File: config.mk
export PLATFORM = sky130hd
export DESIGN_NAME = ftcd_queue
export DESIGN_NICKNAME = d
export VERILOG_FILES = /design/src/hw/rtl/ftcd_pkg.sv /design/src/hw/rtl/ftcd_queue.sv
export SDC_FILE = /design/constraint.sdc
export NUM_CORES = 1
export LEC_CHECK = 0
export ABC_AREA = 1
export BUFFER_PORTS_ARGS = -buffer_cell sky130_fd_sc_hd__buf_2
export CELL_PAD_IN_SITES_DETAIL_PLACEMENT = 1
export CELL_PAD_IN_SITES_GLOBAL_PLACEMENT = 1
export CORE_MARGIN = 10
export CORE_UTILIZATION = 45
export CTS_BUF_LIST = sky130_fd_sc_hd__clkbuf_4 sky130_fd_sc_hd__clkbuf_8
export CTS_CLUSTER_SIZE = 28
export DETAILED_ROUTE_END_ITERATION = 7
export PLACE_DENSITY = 0.82
export SLEW_MARGIN = 20
export SYNTH_ARGS = -nofsm -noshare
export SYNTH_HDL_FRONTEND = slang
export SYNTH_SLANG_ARGS = --single-unit
File: constraint.sdc
create_clock -name clk -period 2.7 [get_ports clk]
set_input_delay 0.54 -clock clk [delete_from_list [all_inputs] [get_ports clk]]
set_output_delay 0.54 -clock clk [all_outputs]
set_load 0.03 [all_outputs]
File: src/hw/rtl/ftcd_pkg.sv
// Shared types and constants of the tile cache directory.
`default_nettype none

package ftcd_pkg;

  localparam int QUEUE_DEPTH = 2;
  localparam int QPW = 1;

  localparam logic [2:0] REG_BANDS_IN_USE       = 3'd0;
  localparam logic [2:0] REG_BLOCKS_ACROSS      = 3'd1;
  localparam logic [2:0] REG_BLOCKS_DOWN        = 3'd2;
  localparam logic [2:0] REG_CACHE_CAPACITY     = 3'd3;
  localparam logic [2:0] REG_WRITE_BACK_ENABLED = 3'd4;

  localparam logic [2:0] RESET_BANDS_IN_USE   = 3'd4;
  localparam logic [6:0] RESET_BLOCKS_ACROSS  = 7'd64;
  localparam logic [6:0] RESET_BLOCKS_DOWN    = 7'd64;
  localparam logic [4:0] RESET_CACHE_CAPACITY = 5'd16;

  typedef struct packed {
    logic [2:0] bands_in_use;
    logic [6:0] blocks_across;
    logic [6:0] blocks_down;
    logic [4:0] cache_capacity;
    logic       write_back_enabled;
  } cfg_t;

  typedef struct packed {
    logic [1:0] band;
    logic [5:0] col;
    logic [5:0] row;
    logic       oor;
  } item_t;

  typedef struct packed {
    logic       hit;
    logic [3:0] slot;
    logic       victim_valid;
    logic [1:0] victim_band;
    logic [5:0] victim_col;
    logic [5:0] victim_row;
    logic       write_back;
    logic       out_of_range;
  } rsp_t;

endpackage

`default_nettype wire

File: src/hw/rtl/ftcd_queue.sv
// Short queue of classified requests between the front and back ends.
`default_nettype none

module ftcd_queue #(
  parameter int IW = 14
) (
  input  wire logic            clk,
  input  wire logic            rst,
  input  wire logic            push_valid,
  output logic                 push_ready,
  input  wire ftcd_pkg::item_t push_item,
  input  wire logic [IW-1:0]   push_idx,
  output logic                 pop_valid,
  input  wire logic            pop_ready,
  output ftcd_pkg::item_t      pop_item,
  output logic [IW-1:0]        pop_idx
);

  ftcd_pkg::item_t            items [ftcd_pkg::QUEUE_DEPTH];
  logic [IW-1:0]              idxs  [ftcd_pkg::QUEUE_DEPTH];
  logic [ftcd_pkg::QPW-1:0]   wr_ptr;
  logic [ftcd_pkg::QPW-1:0]   rd_ptr;
  logic [ftcd_pkg::QPW:0]     count;
  logic                       do_push;
  logic                       do_pop;

  assign push_ready = count != (ftcd_pkg::QPW + 1)'(ftcd_pkg::QUEUE_DEPTH);
  assign pop_valid  = count != '0;
  assign do_push    = push_valid && push_ready;
  assign do_pop     = pop_valid && pop_ready;
  assign pop_item   = items[rd_ptr];
  assign pop_idx    = idxs[rd_ptr];

  always_ff @(posedge clk) begin
    if (rst) begin
      wr_ptr <= '0;
      rd_ptr <= '0;
      count  <= '0;
    end else begin
      if (do_push) begin
        wr_ptr <= wr_ptr + 1'b1;
      end
      if (do_pop) begin
        rd_ptr <= rd_ptr + 1'b1;
      end
      if (do_push && !do_pop) begin
        count <= count + 1'b1;
      end else if (do_pop && !do_push) begin
        count <= count - 1'b1;
      end
    end
    if (do_push) begin
      items[wr_ptr] <= push_item;
      idxs[wr_ptr]  <= push_idx;
    end
  end

endmodule

`default_nettype wire

==> impl_metrics.tcl <==
set metrics [dict create \
    status "finished, final reports clean" \
    dieHeight_um 92.6 \
    rsz0062_at_grt "no" \
    r2r_slack_ns 1.14 \
    cts_root_buffer "clkbuf_8" \
    netlist_instances 127 \
    synth_top_cell_by_area "edfxtp_1" \
    globalplace.congestion 0.667 \
    finish.net_count 237 \
    layout-drive-gt1-share_pct 54.8 \
    grt_max_degree 30 \
    via_per_inst 4.64 \
    die_w_um 92.6 \
    critPathMaxFanout 18 \
    cts_buffers 9 \
    synth_seq_cells 63 \
    end_kind "output pin" \
    vdd_drop_max_mv 0.602 \
    htree_levels 3 \
    yosys_warnings 0 \
    antenna_left 0 \
    core_um2 5110 \
    synth_cell_types 14 \
    syn_to_final_growth_pct 25.5 \
    hold_buffers 0 \
    cts_buffer_depth 2 \
    antenna_found_initial 0 \
    first_iter_violations 39 \
    finalCritPeriodShare_pct 75.5 \
    syn_avg_cell_area_um2 18.7 \
    worst_pin_slew_ns 0.390 \
    arrival_ns 1.50 \
    final_max_slew_viol_count 0 \
    diodes 0 \
    grt_pass1_vias 1531 \
    most-common-layout-cells "buf_2, edfxtp_1, mux2_2" \
    num_vias 1291 \
    cts.repair.resized 0 \
    slew_headroom_pct 74.0 \
    holdPathEnd "idxs[0][7]" \
    required_ns 2.16 \
    final_hold_viol_count 0 \
    hold_path.class "input pin to flop" \
    synth_nets 161 \
    setup_ws_ns 0.662 \
    start_util_pct 46.4 \
    cap_violations 0 \
    start_kind "flop" \
    rows 26 \
    max_freq_mhz 491 \
    pwr_density_cell_nw_per_um2 1000 \
    drc 0 \
    period_minus_slack_ns 2.04 \
    die_area_um2 8580 \
    firstDrtPassIters 4 \
    final.setup_skew_ns 0.00967 \
    routed_wl_um 5010 \
    io_buffers 63 \
    finalSetupViolations 0 \
    dp_slack_ns 0.991 \
    netlist_area_um2 2370 \
    cts.sink_count 63 \
    synth_top_area_share_pct 73.4 \
    routedWlPerCell_um 18.0 \
    synth_area_leaders "edfxtp_1, mux2_2, mux2_4" \
    min_from "push_idx[7]" \
    overflow 0 \
    final_common_cell "buf_2" \
    rr_worst_depth 10 \
    yosysSeqAreaShare_pct 77.6 \
    track_usage_pct 12.2 \
    cts_setup_buffers 0 \
    timing.rr.end "count[1]" \
    io_pins 64 \
    clock_latency_ns 0.33 \
    hpwl_um 3790 \
    cts_tree "built" \
    holdPathStages 1 \
    clk_pin_slew_ns 0.07 \
    power.leakage_uw 0.00119 \
    worstReg2RegStart "count[0]" \
    worstSetupPathType "flop to output pin" \
    fin_setup_tns_ns 0 \
    grt_pass1_wl_um 7830 \
]
[registers in the layout, summed over array words and instances (netlist names), named ones only]
name    cells
items      30
wr_ptr      1
rd_ptr      1
idxs       28
count       2
[worst max path at each step]
| stage | to | slack, ns |
|---|---|---|
| CTS | pop_item[14] | 0.63 |
| global placement | pop_item[14] | 1.03 |
| global route | pop_item[4] | 0.57 |
| detailed placement | pop_item[14] | 0.99 |
| finish | pop_idx[8] | 0.66 |
| floorplan | idxs[0][0] | 0.27 |
[layer usage]
| layer | routed length (um) | track usage, % | part of all wire [%] | vias up |
|---|---|---|---|---|
| met5 | 0 | 0 | 0 | - |
| met4 | 81 | 5.01 | 1.6 | 0 |
| met3 | 350 | 5.33 | 7.0 | 6 |
| met2 | 2660 | 21.6 | 53 | 48 |
| met1 | 1920 | 12.2 | 38 | 613 |
| li1 | - | - | - | 624 |
[where the power goes]
group / switching [uW] / internal, uW / leakage (uW)
clock: 332 / 439 / 0.000101
combinational: 604 / 322 / 0.000504
sequential: 45.0 / 1240 / 0.000582
total: 981 / 2000 / 0.00119
[cell usage after synthesis (all sizes together)]
cell type / n
nand3: 2
mux2: 29
nor2: 7
inv: 8
ha: 1
a21oi: 2
o21ai: 2
edfxtp: 58
buf: 3
nand4: 1
nand2: 9
dfxtp: 5
[final cells by class]
class / instances / area, um2
clock inverters: 5 / 48.8
clock buffers: 11 / 139
multi-input cells: 53 / 478
repair buffers: 68 / 353
inverters: 8 / 30.0
flip-flops and latches: 63 / 1840
well taps: 70 / 87.6
fillers: 520 / 2130
[metrics by stage]
step           instance area (um2)  utilization (%)  cells  total power (uW)  hold WS [ns]
2_1_floorplan                 2370                -    127              1970         0.465
3_3_place_gp                  2790             54.6    262              2190         0.488
3_5_place_dp                  2790             54.6    262              2250         0.496
4_1_cts                       2980             58.3    278              3020         0.384
5_1_grt                       2980             58.3    278              3130         0.378
6_report                      2980             58.3    278              2980         0.397
[critical path, stage by stage (launching register included)]
cell	delay (ns)
dfxtp_1	0.33
buf_4	0.28
mux2_2	0.38
buf_2	0.18
[cell families after synthesis]
family,Yosys count,synth area share [%]
adders and majority gates,1,0.527
buffers and inverters,11,2.43
muxes,29,15.3
DFF,63,77.6
and+or+nand+nor,19,3.22
AOI/OAI and AO/OA,4,0.844
(Power assumes the default switching activity.)
