## src/hw/rtl/ftcd_pkg.sv

```systemverilog
// Shared types and constants of the tile cache directory.
`default_nettype none

package ftcd_pkg;

  localparam int QUEUE_DEPTH = 2;
  localparam int QPW = 1;

  localparam logic [2:0] REG_BANDS_IN_USE       = 3'd0;
  localparam logic [2:0] REG_BLOCKS_ACROSS      = 3'd1;
  localparam logic [2:0] REG_BLOCKS_DOWN        = 3'd2;
  localparam logic [2:0] REG_CACHE_CAPACITY     = 3'd3;
  localparam logic [2:0] REG_WRITE_BACK_ENABLED = 3'd4;

  localparam logic [2:0] RESET_BANDS_IN_USE   = 3'd4;
  localparam logic [6:0] RESET_BLOCKS_ACROSS  = 7'd64;
  localparam logic [6:0] RESET_BLOCKS_DOWN    = 7'd64;
  localparam logic [4:0] RESET_CACHE_CAPACITY = 5'd16;

  typedef struct packed {
    logic [2:0] bands_in_use;
    logic [6:0] blocks_across;
    logic [6:0] blocks_down;
    logic [4:0] cache_capacity;
    logic       write_back_enabled;
  } cfg_t;

  typedef struct packed {
    logic [1:0] band;
    logic [5:0] col;
    logic [5:0] row;
    logic       oor;
  } item_t;

  typedef struct packed {
    logic       hit;
    logic [3:0] slot;
    logic       victim_valid;
    logic [1:0] victim_band;
    logic [5:0] victim_col;
    logic [5:0] victim_row;
    logic       write_back;
    logic       out_of_range;
  } rsp_t;

endpackage

`default_nettype wire

```

## src/hw/rtl/ftcd_if.sv

```systemverilog
// Request and response channel interfaces of the tile cache directory.
`default_nettype none

interface ftcd_req_if;
  logic       valid;
  logic       ready;
  logic [1:0] req_band;
  logic [5:0] req_col;
  logic [5:0] req_row;

  modport source (output valid, req_band, req_col, req_row, input ready);
  modport sink (input valid, req_band, req_col, req_row, output ready);
endinterface


`default_nettype wire

```

## src/hw/rtl/ftcd_front.sv

```systemverilog
// Front end: accepts requests, checks range and forms the directory index.
`default_nettype none

module ftcd_front #(
  parameter int MAX_BANDS      = 4,
  parameter int MAX_BLOCK_COLS = 64,
  parameter int MAX_BLOCK_ROWS = 64,
  parameter int IW             = 14
) (
  input  wire logic          clk,
  input  wire logic          rst,
  input  wire ftcd_pkg::cfg_t cfg,
  input  wire logic          clearing,
  ftcd_req_if.sink           req,
  output logic               push_valid,
  input  wire logic          push_ready,
  output ftcd_pkg::item_t    push_item,
  output logic [IW-1:0]      push_idx
);

  localparam int PD = MAX_BANDS * MAX_BLOCK_ROWS;
  localparam int PW = (PD > 1) ? $clog2(PD) : 1;
  localparam logic [2:0] BANDS_LIM = (MAX_BANDS > 7) ? 3'd7 : 3'(MAX_BANDS);
  localparam logic [6:0] COLS_LIM  = (MAX_BLOCK_COLS > 127) ? 7'd127 : 7'(MAX_BLOCK_COLS);
  localparam logic [6:0] ROWS_LIM  = (MAX_BLOCK_ROWS > 127) ? 7'd127 : 7'(MAX_BLOCK_ROWS);

  logic [2:0]      nb;
  logic [6:0]      nx;
  logic [6:0]      ny;
  logic            oor_in;
  logic [PW-1:0]   part_in;
  logic            fv;
  ftcd_pkg::item_t item;
  logic [PW-1:0]   part;
  logic            take;

  always_comb begin
    nb = (cfg.bands_in_use > BANDS_LIM) ? BANDS_LIM : cfg.bands_in_use;
    nx = (cfg.blocks_across > COLS_LIM) ? COLS_LIM : cfg.blocks_across;
    ny = (cfg.blocks_down > ROWS_LIM) ? ROWS_LIM : cfg.blocks_down;
    oor_in = ({1'b0, req.req_band} >= nb) || ({1'b0, req.req_col} >= nx) ||
             ({1'b0, req.req_row} >= ny);
    part_in = PW'(req.req_band) * PW'(MAX_BLOCK_ROWS) + PW'(req.req_row);
  end

  assign req.ready = !clearing && (!fv || push_ready);
  assign take = req.valid && req.ready;

  always_ff @(posedge clk) begin
    if (rst) begin
      fv <= 1'b0;
    end else begin
      if (take) begin
        fv <= 1'b1;
      end else if (push_ready) begin
        fv <= 1'b0;
      end
    end
    if (take) begin
      item.band <= req.req_band;
      item.col  <= req.req_col;
      item.row  <= req.req_row;
      item.oor  <= oor_in;
      part      <= oor_in ? '0 : part_in;
    end
  end

  assign push_valid = fv;
  assign push_item  = item;
  assign push_idx   = item.oor ? '0 :
                      IW'(part) * IW'(MAX_BLOCK_COLS) + IW'(item.col);

endmodule

`default_nettype wire

```

## src/flat_wrapper.sv

```systemverilog
// flat-port wrapper written by rule: the top's interface ports become plain ports
module ftcd_front_flat 
#(
  parameter int MAX_BANDS      = 4,
  parameter int MAX_BLOCK_COLS = 64,
  parameter int MAX_BLOCK_ROWS = 64,
  parameter int IW             = 14
)
  (clk, rst, cfg, clearing, push_valid, push_ready, push_item, push_idx, req_valid, req_req_band, req_req_col, req_req_row, req_ready);
  ftcd_req_if req_i ();
  input  wire logic clk;
  input  wire logic rst;
  input  wire ftcd_pkg::cfg_t cfg;
  input  wire logic clearing;
  output logic push_valid;
  input  wire logic push_ready;
  output ftcd_pkg::item_t push_item;
  output logic [IW-1:0] push_idx;
  input wire logic [$bits(req_i.valid)-1:0] req_valid;
  input wire logic [$bits(req_i.req_band)-1:0] req_req_band;
  input wire logic [$bits(req_i.req_col)-1:0] req_req_col;
  input wire logic [$bits(req_i.req_row)-1:0] req_req_row;
  output wire logic [$bits(req_i.ready)-1:0] req_ready;
  assign req_i.valid = req_valid;
  assign req_i.req_band = req_req_band;
  assign req_i.req_col = req_req_col;
  assign req_i.req_row = req_req_row;
  assign req_ready = req_i.ready;
  ftcd_front #(.MAX_BANDS(MAX_BANDS), .MAX_BLOCK_COLS(MAX_BLOCK_COLS), .MAX_BLOCK_ROWS(MAX_BLOCK_ROWS), .IW(IW)) u_core (.clk(clk), .rst(rst), .cfg(cfg), .clearing(clearing), .req(req_i), .push_valid(push_valid), .push_ready(push_ready), .push_item(push_item), .push_idx(push_idx));
endmodule
```

## config.mk

```make
export PLATFORM = sky130hd
export DESIGN_NAME = ftcd_front_flat
export DESIGN_NICKNAME = d
export VERILOG_FILES = /design/src/hw/rtl/ftcd_pkg.sv /design/src/hw/rtl/ftcd_if.sv /design/src/hw/rtl/ftcd_front.sv /design/src/flat_wrapper.sv
export SDC_FILE = /design/constraint.sdc
export NUM_CORES = 1
export LEC_CHECK = 0
export ABC_AREA = 0
export BUFFER_PORTS_ARGS = -buffer_cell sky130_fd_sc_hd__buf_2
export CAP_MARGIN = 20
export CORE_MARGIN = 5
export CORE_UTILIZATION = 40
export DETAILED_ROUTE_END_ITERATION = 10
export HOLD_SLACK_MARGIN = 0.15
export PLACE_DENSITY = 0.75
export SLEW_MARGIN = 20
export SYNTH_ARGS = -nofsm -noshare
export SYNTH_HDL_FRONTEND = slang
export SYNTH_SLANG_ARGS = --single-unit
```

## constraint.sdc

```tcl
create_clock -name clk -period 2.9 [get_ports clk]
set_clock_uncertainty 0.1 [all_clocks]
set_input_delay 0.145 -clock clk [delete_from_list [all_inputs] [get_ports clk]]
set_output_delay 0.145 -clock clk [all_outputs]
set_load 0.005 [all_outputs]
```

==> impl_metrics.env, run 1 <==
export IMPL_slew_viol_final=0
export IMPL_drive_gt1_share_pct=38.1
export IMPL_cts_tree="done"
export IMPL_place_inst=213
export IMPL_gp_congestion=0.737
export IMPL_synthCells=104
export IMPL_r2r_slack_ps=1100
export IMPL_power_density_mw_per_mm2=379
export IMPL_max_freq_mhz=502
export IMPL_firstDrtPassIters=4
export IMPL_syn_area_sq_mm=0.00130
export IMPL_reg2reg_depth=4
export IMPL_grt_first_pass_wirelength_mm=4.89
export IMPL_grt_usage_pct=14.5
export IMPL_coreArea_sq_mm=0.00308
export IMPL_postCtsSetupRepairBufs=0
export IMPL_synthXorXnorAreaFrac_pct=0
export IMPL_syn_to_final_growth_pct=43.7
export IMPL_insertion_delay_ps=300
export IMPL_synthSimpleGateAreaFrac_pct=25.1
export IMPL_pre_cts_slack_ps=981
export IMPL_finalSetupTns_ps=0
export IMPL_cts_buffers=3
export IMPL_clkTransAtPathRegs_ps=120
export IMPL_relSlewSlack_pct=41.4
export IMPL_ys_warnings_count=0
export IMPL_synth_edff_count=23
export IMPL_synth_adder_area_share_pct=13.5
export IMPL_finalCriticalPeriod_ps=1990
export IMPL_synth_top_area_share_pct=53.2
export IMPL_initial_core_util_pct=42.2
export IMPL_overflow=0
export IMPL_synth_fp_nets=160
export IMPL_endpoint_kind="flip-flop"
export IMPL_grt_max_degree=24
export IMPL_maxCapViolations=0
export IMPL_hold_path_depth=4
export IMPL_clk_path_buf_depth=2
export IMPL_ys_types=22
export IMPL_rsz0062_at_grt="false"
export IMPL_drtIter0Drc=20
export IMPL_vias=1084
export IMPL_worstSetupPathType="input pin to flip-flop"
export IMPL_reg2reg_to="u_core.part[0]"
export IMPL_vias_per_cell=4.65
export IMPL_hold_ws_ps=376
export IMPL_fin_crit_sh_pct=68.6
export IMPL_yosysMostFrequentCell="edfxtp_1"
export IMPL_num_rows=20
export IMPL_synthTopCellsByCount="23 x edfxtp_1, 18 x nor2b_1, 14 x ha_1"
export IMPL_dpl_hpwl_mm=2.46
export IMPL_synth_seq_cells=24
export IMPL_io_buffer_count=66
export IMPL_setup_slack_ps=909
export IMPL_synth_flop_cell="edfxtp_1"
export IMPL_async_flop_share_pct=0
export IMPL_io_pins=73
export IMPL_setup_viol=0
export IMPL_drt_wirelength_per_cell_microns=13.6
export IMPL_worstMarginPinSlew_ps=878
export IMPL_drc_errors=0
export IMPL_ctsResizeCount=0
export IMPL_yosys_mux_area_fraction_pct=0
export IMPL_min_path_type="input pin to flip-flop"
export IMPL_cts_htree_levels=1
export IMPL_wl_mm=3.16
export IMPL_crit_end="u_core.part[5]"
export IMPL_required_ps=2970
export IMPL_avgSynthCellArea_sq_um=12.5
export IMPL_postCtsHoldBufs=16
export IMPL_ant_nets=0
export IMPL_antenna_found_initial=0
export IMPL_crit_arrival_ps=2060
export IMPL_r2r_start="u_core.push_valid"
export IMPL_netlist_top_cells_area="edfxtp_1 53%, ha_1 13%, nor2b_1 8.7%"
export IMPL_synth_top_family_by_area="simple AND/OR/NAND/NOR gates"
export IMPL_leakage_nw=0.851
export IMPL_synth_compound_area_share_pct=4.91
export IMPL_dieWidth_microns=67.0
export IMPL_peakVddDrop_uv=149
export IMPL_cts_root_buf="clkbuf_4"
export IMPL_fin_cells=233
export IMPL_diodes=0
export IMPL_cts_sinks=24
export IMPL_die_area_sq_mm=0.00449
export IMPL_critPathLaunch="req_req_col[0]"
export IMPL_die_h_microns=67.0
export IMPL_startpoint_type="input pin"
export IMPL_path_max_fanout=9
export IMPL_hold_viol=0
export IMPL_nNetsFinal=246
export IMPL_status="finished, final reports clean"
export IMPL_synth_seq_area_share_pct=54.7
export IMPL_grt_pass1_vias=1090
export IMPL_synth_top_area_cell="edfxtp_1"
[sequential cells by signal, indices dropped and copies added, names as in the netlist]
| signal | cells |
|---|---|
| u_core.part | 8 |
| u_core.push_item | 15 |
| u_core.push_valid | 1 |
[per-stage QoR]
| stage | total power [mW] | utilization [%] | area [sq um] |
|---|---|---|---|
| after floorplan | 0.486 | - | 1300 |
| after global placement | 0.544 | 54.6 | 1680 |
| after detailed placement | 0.553 | 54.6 | 1680 |
| after CTS | 0.711 | 60.7 | 1870 |
| after global routing | 0.746 | 60.7 | 1870 |
| final | 0.707 | 60.7 | 1870 |
[area by class of cell]
type,instances,area [sq um]
Fill cell,253,1210
Sequential cell,24,711
Multi-Input combinational cell,74,566
Timing Repair Buffer,82,490
Tap cell,44,55.1
Clock buffer,4,26.3
Inverter,5,18.8
[metal layers]
layer	vias to the layer above	global-route usage, %	share of wire (%)
met5	-	0	0
met4	0	5.32	2.4
met3	8	2.87	5.5
met2	42	27.4	56
met1	497	15.8	36
li1	537	-	-
[power by group]
part / total, mW / switching [mW] / leakage [nW] / internal [mW]
clock network: 0.146 / 0.0923 / 0.0150 / 0.0535
logic: 0.151 / 0.0686 / 0.612 / 0.0829
registers: 0.409 / 0.00732 / 0.223 / 0.402
[worst max-delay path, stage by stage]
cell	delay (ps)
dlygate4sd3_1	530
buf_2	120
inv_1	40
ha_1	280
nand2b_4	140
a211oi_2	220
nor3_1	100
nor3_4	300
and2_1	190
[kinds of logic after synthesis]
logic type / count (synthesis)
flip-flops: 24
AO/OA/AOI/OAI: 9
buffers and inverters: 6
adder cells (fa/ha/maj): 14
AND/OR/NAND/NOR: 51
[worst min path at each step]
stage                     slack, ps  startpoint             endpoint
after floorplan                 110         rst    u_core.push_valid
final                           380     cfg[12]  u_core.push_item[0]
after global placement          200         rst    u_core.push_valid
after global routing            410     cfg[12]  u_core.push_item[0]
after CTS                       380     cfg[12]  u_core.push_item[0]
after detailed placement        200         rst    u_core.push_valid
[cells in the final DEF, fill, tap and decap left out, types with 2 or more instances in the layout]
cell type	count
buf_2	66
nor2_1	4
nand4b_1	2
and2_1	8
nor2b_1	18
ha_1	14
inv_1	5
dlygate4sd3_1	16
clkbuf_4	3
edfxtp_1	23
a21oi_1	4
nand2b_1	13
Note: power is estimated with default switching activity, not from simulation.
==> run 2: changes to the inputs <==
--- a/config.mk
+++ b/config.mk
@@ -9,10 +9,10 @@
 export BUFFER_PORTS_ARGS = -buffer_cell sky130_fd_sc_hd__buf_2
 export CAP_MARGIN = 20
 export CORE_MARGIN = 5
-export CORE_UTILIZATION = 40
+export CORE_UTILIZATION = 39
 export DETAILED_ROUTE_END_ITERATION = 10
 export HOLD_SLACK_MARGIN = 0.15
-export PLACE_DENSITY = 0.75
+export PLACE_DENSITY = 0.76
 export SLEW_MARGIN = 20
 export SYNTH_ARGS = -nofsm -noshare
 export SYNTH_HDL_FRONTEND = slang
==> constraint.sdc (replaced) <==
create_clock -name clk -period 1.67 [get_ports clk]
set_clock_uncertainty 0.1 [all_clocks]
set_input_delay 0.0835 -clock clk [delete_from_list [all_inputs] [get_ports clk]]
set_output_delay 0.0835 -clock clk [all_outputs]
set_load 0.005 [all_outputs]
==> impl_metrics.env, run 2 (synthesized netlist as in run 1, its figures left out) <==
export IMPL_status="complete, but fails checks"
export IMPL_violations="setup timing"
export IMPL_cts_buffers=3
export IMPL_slew_viol_final=0
export IMPL_switching_share_pct=23.3
export IMPL_r2r_start="u_core.push_valid"
export IMPL_final_util_pct=61.9
export IMPL_maxCapViolations=0
export IMPL_p_clk_share_pct=28.6
export IMPL_place_inst=218
export IMPL_postCtsSetupRepairBufs=0
export IMPL_required_ps=1660
export IMPL_critPathLaunch="cfg[19]"
export IMPL_die_area_sq_mm=0.00458
export IMPL_dpl_hpwl_mm=2.40
export IMPL_power_frac_comb_pct=22.6
export IMPL_initial_core_util_pct=39.5
export IMPL_leakage_nw=0.899
export IMPL_seqPwrFrac_pct=48.8
export IMPL_grt_max_degree=24
export IMPL_vias=1152
export IMPL_io_pins=73
export IMPL_grt_pass1_vias=1083
export IMPL_overflow=0
export IMPL_cts_htree_levels=1
export IMPL_largest_reg_flops=15
export IMPL_cts_root_buf="clkbuf_4"
export IMPL_ant_nets=0
export IMPL_final_common_cell="buf_2"
export IMPL_setup_slack_ps=-20.7
export IMPL_p_int_mw=1.12
export IMPL_switching_power_mw=0.340
export IMPL_hold_ws_ps=208
export IMPL_startpoint_type="input pin"
export IMPL_nNetsFinal=249
export IMPL_final_cell_mix="65 x buf_2, 23 x edfxtp_1, 18 x nor2b_1"
export IMPL_vias_per_cell=4.82
export IMPL_coreArea_sq_mm=0.00328
export IMPL_wl_mm=3.65
export IMPL_timing_critical_path_buf_inv=1
export IMPL_drive_gt1_share_pct=45.8
export IMPL_worstSetupPathType="input pin to flip-flop"
export IMPL_relSlewSlack_pct=63.4
export IMPL_cts_sinks=24
export IMPL_cpMaxStageDelayCell="or3_1"
export IMPL_drt_wirelength_per_cell_microns=15.3
export IMPL_clkTransAtPathRegs_ps=130
export IMPL_drtIter0Drc=62
export IMPL_antenna_found_initial=1
export IMPL_max_freq_mhz=591
export IMPL_peakVddDrop_uv=433
export IMPL_endpoint_kind="flip-flop"
export IMPL_grt_first_pass_wirelength_mm=5.01
export IMPL_syn_to_final_growth_pct=56.6
export IMPL_power_density_mw_per_mm2=716
export IMPL_num_rows=21
export IMPL_place_area_sq_mm=0.00172
export IMPL_fin_cells=239
export IMPL_crit_arrival_ps=1680
export IMPL_cp_top_family="simple AND/OR/NAND/NOR gates"
export IMPL_die_h_microns=67.7
export IMPL_hold_viol=0
export IMPL_dieWidth_microns=67.7
export IMPL_firstDrtPassIters=4
export IMPL_worstMarginPinSlew_ps=547
export IMPL_min_path_type="input pin to flip-flop"
export IMPL_grt_usage_pct=15.7
export IMPL_path_cells="buf_2 -> nand2b_1 -> ha_4 -> a211oi_2 -> or3_1 -> o211ai_1 -> nor3_4 -> and2_1"
export IMPL_io_buffer_count=66
export IMPL_path_max_fanout=6
export IMPL_finalCriticalPeriod_ps=1690
export IMPL_gp_congestion=0.763
export IMPL_drc_errors=0
export IMPL_pre_cts_slack_ps=-186
export IMPL_fin_area_sq_mm=0.00203
export IMPL_min_from="req_valid"
export IMPL_setup_viol=5
export IMPL_clk_path_buf_depth=2
export IMPL_cts_tree="done"
export IMPL_fin_crit_sh_pct=101
export IMPL_max_stage_delay_ps=360
export IMPL_insertion_delay_ps=320
-- run 2: power groups by stage --
| stage | registers [mW] | logic [mW] | clock network (mW) |
|---|---|---|---|
| after floorplan | 0.722 | 0.122 | 0 |
| after global placement | 0.723 | 0.229 | 0 |
| after detailed placement | 0.725 | 0.242 | 0 |
| after CTS | 0.711 | 0.272 | 0.405 |
| after global routing | 0.715 | 0.363 | 0.448 |
| final | 0.711 | 0.329 | 0.417 |
-- run 2: metrics by stage --
stage	setup TNS (ps)	power [mW]
detailed placement	-1580	0.967
floorplan	0	0.844
finish	-74.8	1.46
CTS	0	1.39
global route	-526	1.53
global placement	-944	0.952
-- run 2: repair_timing --
item	in CTS	in global routing
hold buffers	16	0
resized for setup	0	15
hold endpoints to repair	23	0
endpoints found under the setup margin	0	9
-- run 2: path summary, 6_finish.rpt --
check	depth (start not counted)	end	slack, ps
max	8	u_core.part[4]	-20
min	4	u_core.push_item[10]	210
max reg2reg	5	u_core.push_valid	130
min reg2reg	5	u_core.push_item[10]	930
-- run 2: final cells by class --
cell class                      count  area (sq um)
Multi-Input combinational cell     75           672
Clock inverter                      1          30.0
Sequential cell                    24           711
Timing Repair Buffer               84           520
Fill cell                         233          1250
Tap cell                           46          57.6
Inverter                            5          18.8
Antenna cell                        1          2.50
Clock buffer                        3          22.5
-- run 2: per-layer routing --
layer	global-route usage [%]	routed length [microns]	vias up
met3	2.66	240	17
met1	16.0	1260	533
met4	13.7	159	0
met5	0	0	-
met2	27.2	1990	57
li1	-	-	545
-- run 2: tightest hold or removal path, delay by kind of cell --
family	cells	cell delay, ps
simple gates	1	60
buf+inv	3	340
